## config.mk

```make
export PLATFORM = sky130hd
export DESIGN_NAME = scc_parser
export DESIGN_NICKNAME = d
export VERILOG_FILES = /design/src/hdl/scc_pkg.sv /design/src/hdl/scc_parser.sv
export SDC_FILE = /design/constraint.sdc
export NUM_CORES = 1
export LEC_CHECK = 0
export BUFFER_PORTS_ARGS = -buffer_cell sky130_fd_sc_hd__buf_2
export CAP_MARGIN = 5
export CORE_MARGIN = 3
export CORE_UTILIZATION = 55
export CTS_CLUSTER_SIZE = 24
export DETAILED_ROUTE_END_ITERATION = 10
export PLACE_DENSITY = 0.84
export SLEW_MARGIN = 10
export SYNTH_ARGS = -nofsm -noshare
export SYNTH_HDL_FRONTEND = slang
export SYNTH_SLANG_ARGS = --single-unit
```

## constraint.sdc

```tcl
create_clock -name clk_i -period 3 [get_ports clk_i]
set_input_delay 0.15 -clock clk_i [delete_from_list [all_inputs] [get_ports clk_i]]
set_output_delay 0.15 -clock clk_i [all_outputs]
set_load 0.01 [all_outputs]
```

## src/hdl/scc_pkg.sv

```systemverilog
package scc_pkg;

  // Default limits for the top level parameters.
  localparam int MAX_FANINS_DEF = 64;
  localparam int MAX_CUBES_DEF  = 4096;

  localparam int COL_W = 7;
  localparam logic [COL_W-1:0] SMALL_MAX = 7'd127;

  localparam logic [7:0] CHAR_NEWLINE = 8'h0A;
  localparam logic [7:0] CHAR_SPACE   = 8'h20;
  localparam logic [7:0] CHAR_DASH    = 8'h2D;
  localparam logic [7:0] CHAR_ZERO    = 8'h30;
  localparam logic [7:0] CHAR_ONE     = 8'h31;

  typedef enum logic [1:0] {
    STAGE_INPUT   = 2'd0,
    STAGE_PHASE   = 2'd1,
    STAGE_NEWLINE = 2'd2
  } stage_e;

  typedef enum logic [2:0] {
    ERR_NONE    = 3'd0,
    ERR_WIDTH   = 3'd1,
    ERR_PHASE   = 3'd2,
    ERR_NEWLINE = 3'd3,
    ERR_MIXED   = 3'd4,
    ERR_TRUNC   = 3'd5
  } err_e;

  typedef logic [6:0]  fanin_t;
  typedef logic [12:0] cube_total_t;
  typedef logic [18:0] literal_total_t;

  typedef struct packed {
    logic [7:0] symbol;
    logic       final_symbol;
  } sym_t;

  typedef struct packed {
    logic [2:0]     error_code;
    cube_total_t    cube_total;
    literal_total_t literal_total;
    logic           output_phase;
    logic           and_kind;
    logic           or_kind;
  } verdict_t;

endpackage

```

## src/hdl/scc_parser.sv

```systemverilog
module scc_parser #(
  parameter int MAX_FANINS = scc_pkg::MAX_FANINS_DEF,
  parameter int MAX_CUBES  = scc_pkg::MAX_CUBES_DEF
) (
  input  logic              clk_i,
  input  logic              rst_ni,
  input  logic              cfg_we_i,
  input  scc_pkg::fanin_t   cfg_data_i,
  input  logic              step_i,
  input  scc_pkg::sym_t     sym_i,
  output scc_pkg::verdict_t verdict_o
);

  localparam int LitLimit = MAX_FANINS * MAX_CUBES;
  localparam int CubeW    = $clog2(MAX_CUBES + 1);
  localparam int LitW     = $clog2(LitLimit + 1);
  localparam int CmpW     = (CubeW > scc_pkg::COL_W) ? CubeW : scc_pkg::COL_W;

  scc_pkg::fanin_t              fanin_q;
  logic [scc_pkg::COL_W-1:0]    column_q, column_d;
  scc_pkg::stage_e              stage_q, stage_d;
  logic                         zero_q, zero_d;
  logic                         one_q, one_d;
  scc_pkg::err_e                err_q, err_d;
  logic [CubeW-1:0]             cubes_q, cubes_d;
  logic [LitW-1:0]              lits_q, lits_d;
  logic [scc_pkg::COL_W-1:0]    cube_lits_q, cube_lits_d;
  logic                         dash_q, dash_d;
  logic                         single_q, single_d;
  logic                         ok;
  logic [7:0]                   c;

  assign c = sym_i.symbol;

  always_comb begin
    column_d    = column_q;
    stage_d     = stage_q;
    zero_d      = zero_q;
    one_d       = one_q;
    err_d       = err_q;
    cubes_d     = cubes_q;
    lits_d      = lits_q;
    cube_lits_d = cube_lits_q;
    dash_d      = dash_q;
    single_d    = single_q;
    ok          = 1'b0;
    verdict_o   = '0;

    if (step_i) begin
      case (stage_q)
        scc_pkg::STAGE_INPUT: begin
          if (c == scc_pkg::CHAR_SPACE) begin
            if (column_q != fanin_q && err_d == scc_pkg::ERR_NONE) begin
              err_d = scc_pkg::ERR_WIDTH;
            end
            stage_d = scc_pkg::STAGE_PHASE;
          end else begin
            if (column_q < scc_pkg::SMALL_MAX) begin
              column_d = column_q + 1'b1;
            end
            if ((c == scc_pkg::CHAR_ZERO || c == scc_pkg::CHAR_ONE) &&
                lits_q < LitW'(LitLimit)) begin
              lits_d = lits_q + 1'b1;
            end
            if (c == scc_pkg::CHAR_DASH) begin
              dash_d = 1'b1;
            end else if (cube_lits_q < scc_pkg::SMALL_MAX) begin
              cube_lits_d = cube_lits_q + 1'b1;
            end
          end
        end
        scc_pkg::STAGE_PHASE: begin
          if (c == scc_pkg::CHAR_ZERO) begin
            zero_d = 1'b1;
          end else if (c == scc_pkg::CHAR_ONE) begin
            one_d = 1'b1;
          end else if (err_d == scc_pkg::ERR_NONE) begin
            err_d = scc_pkg::ERR_PHASE;
          end
          stage_d = scc_pkg::STAGE_NEWLINE;
        end
        default: begin
          if (c == scc_pkg::CHAR_NEWLINE) begin
            if (cubes_q < CubeW'(MAX_CUBES)) begin
              cubes_d = cubes_q + 1'b1;
            end
            if (cube_lits_q != scc_pkg::COL_W'(1)) begin
              single_d = 1'b0;
            end
          end else if (err_d == scc_pkg::ERR_NONE) begin
            err_d = scc_pkg::ERR_NEWLINE;
          end
          column_d    = '0;
          cube_lits_d = '0;
          stage_d     = scc_pkg::STAGE_INPUT;
        end
      endcase

      if (sym_i.final_symbol) begin
        // A cover must end right after a newline.
        if ((stage_d != scc_pkg::STAGE_INPUT || column_d != '0) &&
            err_d == scc_pkg::ERR_NONE) begin
          err_d = scc_pkg::ERR_TRUNC;
        end
        if (zero_d && one_d && err_d == scc_pkg::ERR_NONE) begin
          err_d = scc_pkg::ERR_MIXED;
        end
        ok = (err_d == scc_pkg::ERR_NONE);

        verdict_o.error_code    = err_d;
        verdict_o.cube_total    = scc_pkg::cube_total_t'(cubes_d);
        verdict_o.literal_total = scc_pkg::literal_total_t'(lits_d);
        verdict_o.output_phase  = ok && one_d;
        verdict_o.and_kind      = ok && cubes_d == CubeW'(1) && !dash_d && one_d;
        verdict_o.or_kind       = ok && CmpW'(cubes_d) == CmpW'(fanin_q) && single_d;

        // The next cover starts from a clean parse state.
        column_d    = '0;
        stage_d     = scc_pkg::STAGE_INPUT;
        zero_d      = 1'b0;
        one_d       = 1'b0;
        err_d       = scc_pkg::ERR_NONE;
        cubes_d     = '0;
        lits_d      = '0;
        cube_lits_d = '0;
        dash_d      = 1'b0;
        single_d    = 1'b1;
      end
    end
  end

  always_ff @(posedge clk_i or negedge rst_ni) begin
    if (!rst_ni) begin
      fanin_q     <= '0;
      column_q    <= '0;
      stage_q     <= scc_pkg::STAGE_INPUT;
      zero_q      <= 1'b0;
      one_q       <= 1'b0;
      err_q       <= scc_pkg::ERR_NONE;
      cubes_q     <= '0;
      lits_q      <= '0;
      cube_lits_q <= '0;
      dash_q      <= 1'b0;
      single_q    <= 1'b1;
    end else begin
      if (cfg_we_i) begin
        fanin_q <= cfg_data_i;
      end
      column_q    <= column_d;
      stage_q     <= stage_d;
      zero_q      <= zero_d;
      one_q       <= one_d;
      err_q       <= err_d;
      cubes_q     <= cubes_d;
      lits_q      <= lits_d;
      cube_lits_q <= cube_lits_d;
      dash_q      <= dash_d;
      single_q    <= single_d;
    end
  end

endmodule

```

==> summary by stage <==
GRT
In the global route stage, overall resource usage came out at 0.265. The wire length of the first global-routing pass is 19.1 mm. Entering global routing, the biggest net connects between 40 and 50 pins. The number of global-route vias before repair came to just over 4000.

The number of antenna violations at the first check in global routing is 0. The total overflow left after global routing is 0.

Cells and area
Once layout is complete, the cells apart from fillers number ~700. The area growth from synthesis to layout is 17.4%. Of the cells placed in the final design, the portion with a size suffix greater than 1 is 0.213.

The flip-flop and latch area is 1550 um2. The number of antenna diodes in the final layout is 0. The number of nets in the final layout is slightly above 600. The count of filler cells inserted in the layout is 595. The post-route cell area is between 5000 and 6000 um2.

Summing all multi-input logic gate instances after layout gives ~2700 um2.

Detailed routing
The count of vias placed by the detailed router is 4398. The post-route antenna net violation count is 0. The wire length after detailed routing is 11.9 mm.

The number of detailed-routing iterations run before antenna repair is 5. The post-detailed-route wirelength per cell is 17.0 um. The detailed router finished its first iteration with between 400 and 500 violations. Using the TritonRoute via totals, the vias-per-cell ratio works out to around 6.3. The final routed DRC violation total is 0.

Pwr
VDD sags by at most just over 0.0003 V. The analysis attributes to net switching a power of between 0.8 and 0.9 mW. The static power due to leakage is around 2.2 nW. The combinational share of power is 0.255. In this run the power density over the cells is 471 nW/um2. The share of total power in sequential cells is 0.431. The relative contribution of the clock network to total power is 0.314. Of the total power, the share spent switching nets is 0.331. The power after layout is between 2 and 2.5 mW. The internal power summed over all cells is approximately 1.6 mW.

Clock network
The sink count of the clock tree is between 60 and 70. TritonCTS built the clock tree. The cell sitting at the root of the clock tree is a sky130_fd_sc_hd__clkbuf_8. The number of buffers created by CTS is 9. No sink is reached through more buffers than the 2 on the longest clock path.

At the later pin of the worst-skew pair, clock insertion delay measures 0.35 ns. Clock-pin slew was measured on the worst setup and hold paths at around 0.07 ns. The clock tree synthesis step divided the H-tree into 3 levels.

Floorplan
Pin placement for this block handled 58 I/O pins. The starting density of the core is 0.587. In this run the standard cell core region covers 7490 um2.

The width of the die is ~95 um. The number of placement rows is 31. The die is roughly 95 um tall. The die covers 9100 um2.

Status
The final reports fail on negative setup slack. The flow ran to the end, but the final reports show violations.

Timing
The sum of negative setup slack is -0.102 ns. Timing would allow up to 0.322 GHz. Setup repair after global routing could not meet its margin everywhere. The final count of negative-setup-slack endpoints is 1.

Headroom to the max-slew limit came out at 0.518. The count of final max-slew check failures is 0. At the pin with the least slew margin, the transition time is ~0.72 ns. The post-route minimum period is just over 3 ns.

The worst-case clock skew is about 0.011 ns. The post-layout worst setup margin is -0.102 ns. The number of hold-slack violations in the final timing report is 0.

The share of the clock period used by the worst path after layout is 1.03.

Worst setup path
Data arrives at the worst endpoint at between 2 and 3 ns. Along the worst path, the maximum fanout reaches 7. The critical path in this run is classified as flop to output port. The worst setup path is captured at an output port. The sort of element at the start of the critical path is a flop. At the worst endpoint, the required time is 2.85 ns.

Synthesis
The number of nets in the synthesized netlist is around 560. The share of flip-flops with an asynchronous set or reset after synthesis is 1.00. The main combinational cell family by area after synthesis is simple AND/OR/NAND/NOR gates. In this run, synthesis inferred 0 flip-flops with an integrated enable. For this run, the register share of the synthesized area comes to 0.353.

For this run, the leading register cell type out of synthesis is sky130_fd_sc_hd__dfrtp_1. The area share of xor/xnor cells in the synthesized design is 0.0916. For this run, the number of Yosys warnings is 0. The register bit total from synthesis is 62.

The count of unique library cells instantiated by Yosys is 54. The mapped netlist covers between 4000 and 5000 um2. The synthesized area divided by synthesized cell count is approximately 8 um2. The post-synthesis instance total is ~540. The simple-gate area share of the yosys netlist is 0.284. After synthesis, the share of cell area in mux cells is 0.0341. The share of the synthesized area in compound gates (AO/OA/AOI/OAI) is 0.165.

Of the total synthesized cell area, the portion taken by full adders, half adders and majority gates is 0.0142.

Placement
Once placement completed, the tool counted placed cells totaling around 680. Prior to clock tree synthesis, the placed netlist has a worst setup slack of ~0.12 ns. The detailed-placement wirelength estimate is 8.06 mm. The routability congestion estimate from global placement is just over 0.9. During placement, the flow inserted port buffers numbering 57. The instance area after placement is approximately 4800 um2.

Run
Across the run, the number of max-cap violations was 0.

Min path
The class of the worst hold path is input port to flop.
-- path summary, 6_finish.rpt --
check,cells past startpoint,start,endpoint,slack (ns)
worst max-delay path,8,cubes_q[12]$_DFFE_PN0P_,verdict_o[0],-0.10
worst min-delay path,2,cfg_data_i[3],fanin_q[3]$_DFFE_PN0P_,0.03
worst max register to register,9,cubes_q[1]$_DFFE_PN0P_,cubes_q[9]$_DFFE_PN0P_,0.56
worst min register to register,2,single_q$_DFFE_PN1P_,single_q$_DFFE_PN1P_,0.46
max in group asynchronous,3,rst_ni,lits_q[0]$_DFFE_PN0P_,1.76
min in group asynchronous,2,rst_ni,column_q[1]$_DFFE_PN0P_,0.30
-- synth_stat cells (3+ instances only) --
cell type	instances	area, um2
sky130_fd_sc_hd__nand4_1	10	62.6
sky130_fd_sc_hd__inv_1	35	131
sky130_fd_sc_hd__nor3_1	17	85.1
sky130_fd_sc_hd__xnor2_1	32	280
sky130_fd_sc_hd__a21oi_1	34	170
sky130_fd_sc_hd__nand4b_1	3	26.3
sky130_fd_sc_hd__o31ai_1	3	22.5
sky130_fd_sc_hd__or4_1	3	22.5
sky130_fd_sc_hd__mux2_2	8	90.1
sky130_fd_sc_hd__nand2b_1	8	50.1
sky130_fd_sc_hd__or3_1	5	31.3
sky130_fd_sc_hd__nor4_1	6	37.5
sky130_fd_sc_hd__mux2i_1	6	60.1
sky130_fd_sc_hd__and3_1	11	68.8
sky130_fd_sc_hd__xor2_1	14	123
sky130_fd_sc_hd__ha_1	5	62.6
sky130_fd_sc_hd__or4b_2	3	30.0
sky130_fd_sc_hd__and2_1	3	18.8
sky130_fd_sc_hd__a31oi_1	8	50.1
sky130_fd_sc_hd__clkbuf_1	28	105
sky130_fd_sc_hd__nand3_1	26	130
sky130_fd_sc_hd__dfrtp_1	61	1530
sky130_fd_sc_hd__o21ai_0	10	50.1
sky130_fd_sc_hd__o21a_1	11	82.6
sky130_fd_sc_hd__nor3b_1	17	128
sky130_fd_sc_hd__nor2b_1	3	18.8
sky130_fd_sc_hd__nor2_1	61	229
sky130_fd_sc_hd__o22ai_1	35	219
sky130_fd_sc_hd__nand2_1	38	143
-- stage by stage --
step | hold WS, ns | utilization
global placement | 0.160 | 0.641
finish | 0.0303 | 0.690
detailed placement | 0.157 | 0.641
global route | 0.0288 | 0.690
CTS | 0.0223 | 0.674
floorplan | -0.146 | -
-- metal layers --
layer / GRT usage / share of wire
met1: 0.335 / 0.40
met2: 0.434 / 0.48
met3: 0.0695 / 0.084
met4: 0.105 / 0.033
met5: 0 / 0
-- power groups by stage --
stage / Clock (mW) / Combinational (mW) / Sequential [mW]
final: 0.764 / 0.621 / 1.05
after global routing: 0.811 / 0.679 / 1.06
after CTS: 0.773 / 0.591 / 1.04
after detailed placement: 0 / 0.566 / 1.06
after global placement: 0 / 0.544 / 1.05
after floorplan: 0 / 0.434 / 1.03
-- state kept, by name, summed over array words and instances (netlist names) --
name / count
single_q: 1
dash_q: 1
one_q: 1
err_q: 3
zero_q: 1
lits_q: 19
cubes_q: 13
stage_q: 2
cube_lits_q: 7
fanin_q: 7
column_q: 7
-- area by class of cell --
| cell class | instances | area share |
|---|---|---|
| multi-input combinational | 409 | 0.522 |
| sequential | 62 | 0.301 |
| clock buffer | 13 | 0.0308 |
| timing repair buffer | 80 | 0.0891 |
| clock inverter | 3 | 0.00824 |
| inverter | 35 | 0.0254 |
| tap | 99 | 0.0240 |
-- logic make-up (layout without fill, tap and decap cells) --
logic type / after synthesis / after routing
AOI/OAI and AO/OA: 116 / 116
xor gates and xnor gates: 46 / 46
adders and majority gates: 5 / 5
buffers and inverters: 65 / 131
DFF: 62 / 62
muxes: 14 / 14
and+or+nand+nor: 228 / 228
-- cells in the final DEF (no fill, tap or decap), types with 4 or more instances in the layout --
cell / instances
sky130_fd_sc_hd__mux2i_1: 6
sky130_fd_sc_hd__a21oi_1: 34
sky130_fd_sc_hd__nor4_4: 4
sky130_fd_sc_hd__a31oi_1: 7
sky130_fd_sc_hd__or3_1: 5
sky130_fd_sc_hd__buf_2: 57
sky130_fd_sc_hd__nor3b_1: 17
sky130_fd_sc_hd__buf_4: 22
sky130_fd_sc_hd__ha_1: 5
sky130_fd_sc_hd__nor3_1: 14
sky130_fd_sc_hd__dfrtp_1: 60
sky130_fd_sc_hd__nand2_1: 38
sky130_fd_sc_hd__xor2_1: 14
sky130_fd_sc_hd__nor4_1: 4
sky130_fd_sc_hd__mux2_2: 8
sky130_fd_sc_hd__o21a_1: 11
sky130_fd_sc_hd__xnor2_1: 31
sky130_fd_sc_hd__nand3_1: 26
sky130_fd_sc_hd__nand4_1: 10
sky130_fd_sc_hd__nor2_1: 61
sky130_fd_sc_hd__o21ai_0: 10
sky130_fd_sc_hd__inv_1: 34
sky130_fd_sc_hd__o22ai_1: 35
sky130_fd_sc_hd__clkbuf_8: 11
sky130_fd_sc_hd__nand2b_1: 8
sky130_fd_sc_hd__and3_1: 11
-- repair_timing --
action / in CTS / in global routing
pin swaps: 4 / 8
hold buffers: 1 / 0
setup endpoints to repair: 3 / 12
gates resized for setup: 6 / 12
setup buffers: 2 / 5
endpoints found under the hold margin: 22 / 0
-- critical path: stages (launching register included) --
cell	delay [ns]
sky130_fd_sc_hd__dfrtp_1	0.47
sky130_fd_sc_hd__nand2b_1	0.24
sky130_fd_sc_hd__or4_4	0.50
sky130_fd_sc_hd__nor3_1	0.26
sky130_fd_sc_hd__xnor2_1	0.15
sky130_fd_sc_hd__a311oi_1	0.31
sky130_fd_sc_hd__nand4bb_1	0.20
sky130_fd_sc_hd__nor4b_2	0.30
sky130_fd_sc_hd__buf_2	0.17
No activity file was read; power rests on OpenSTA's default activity.
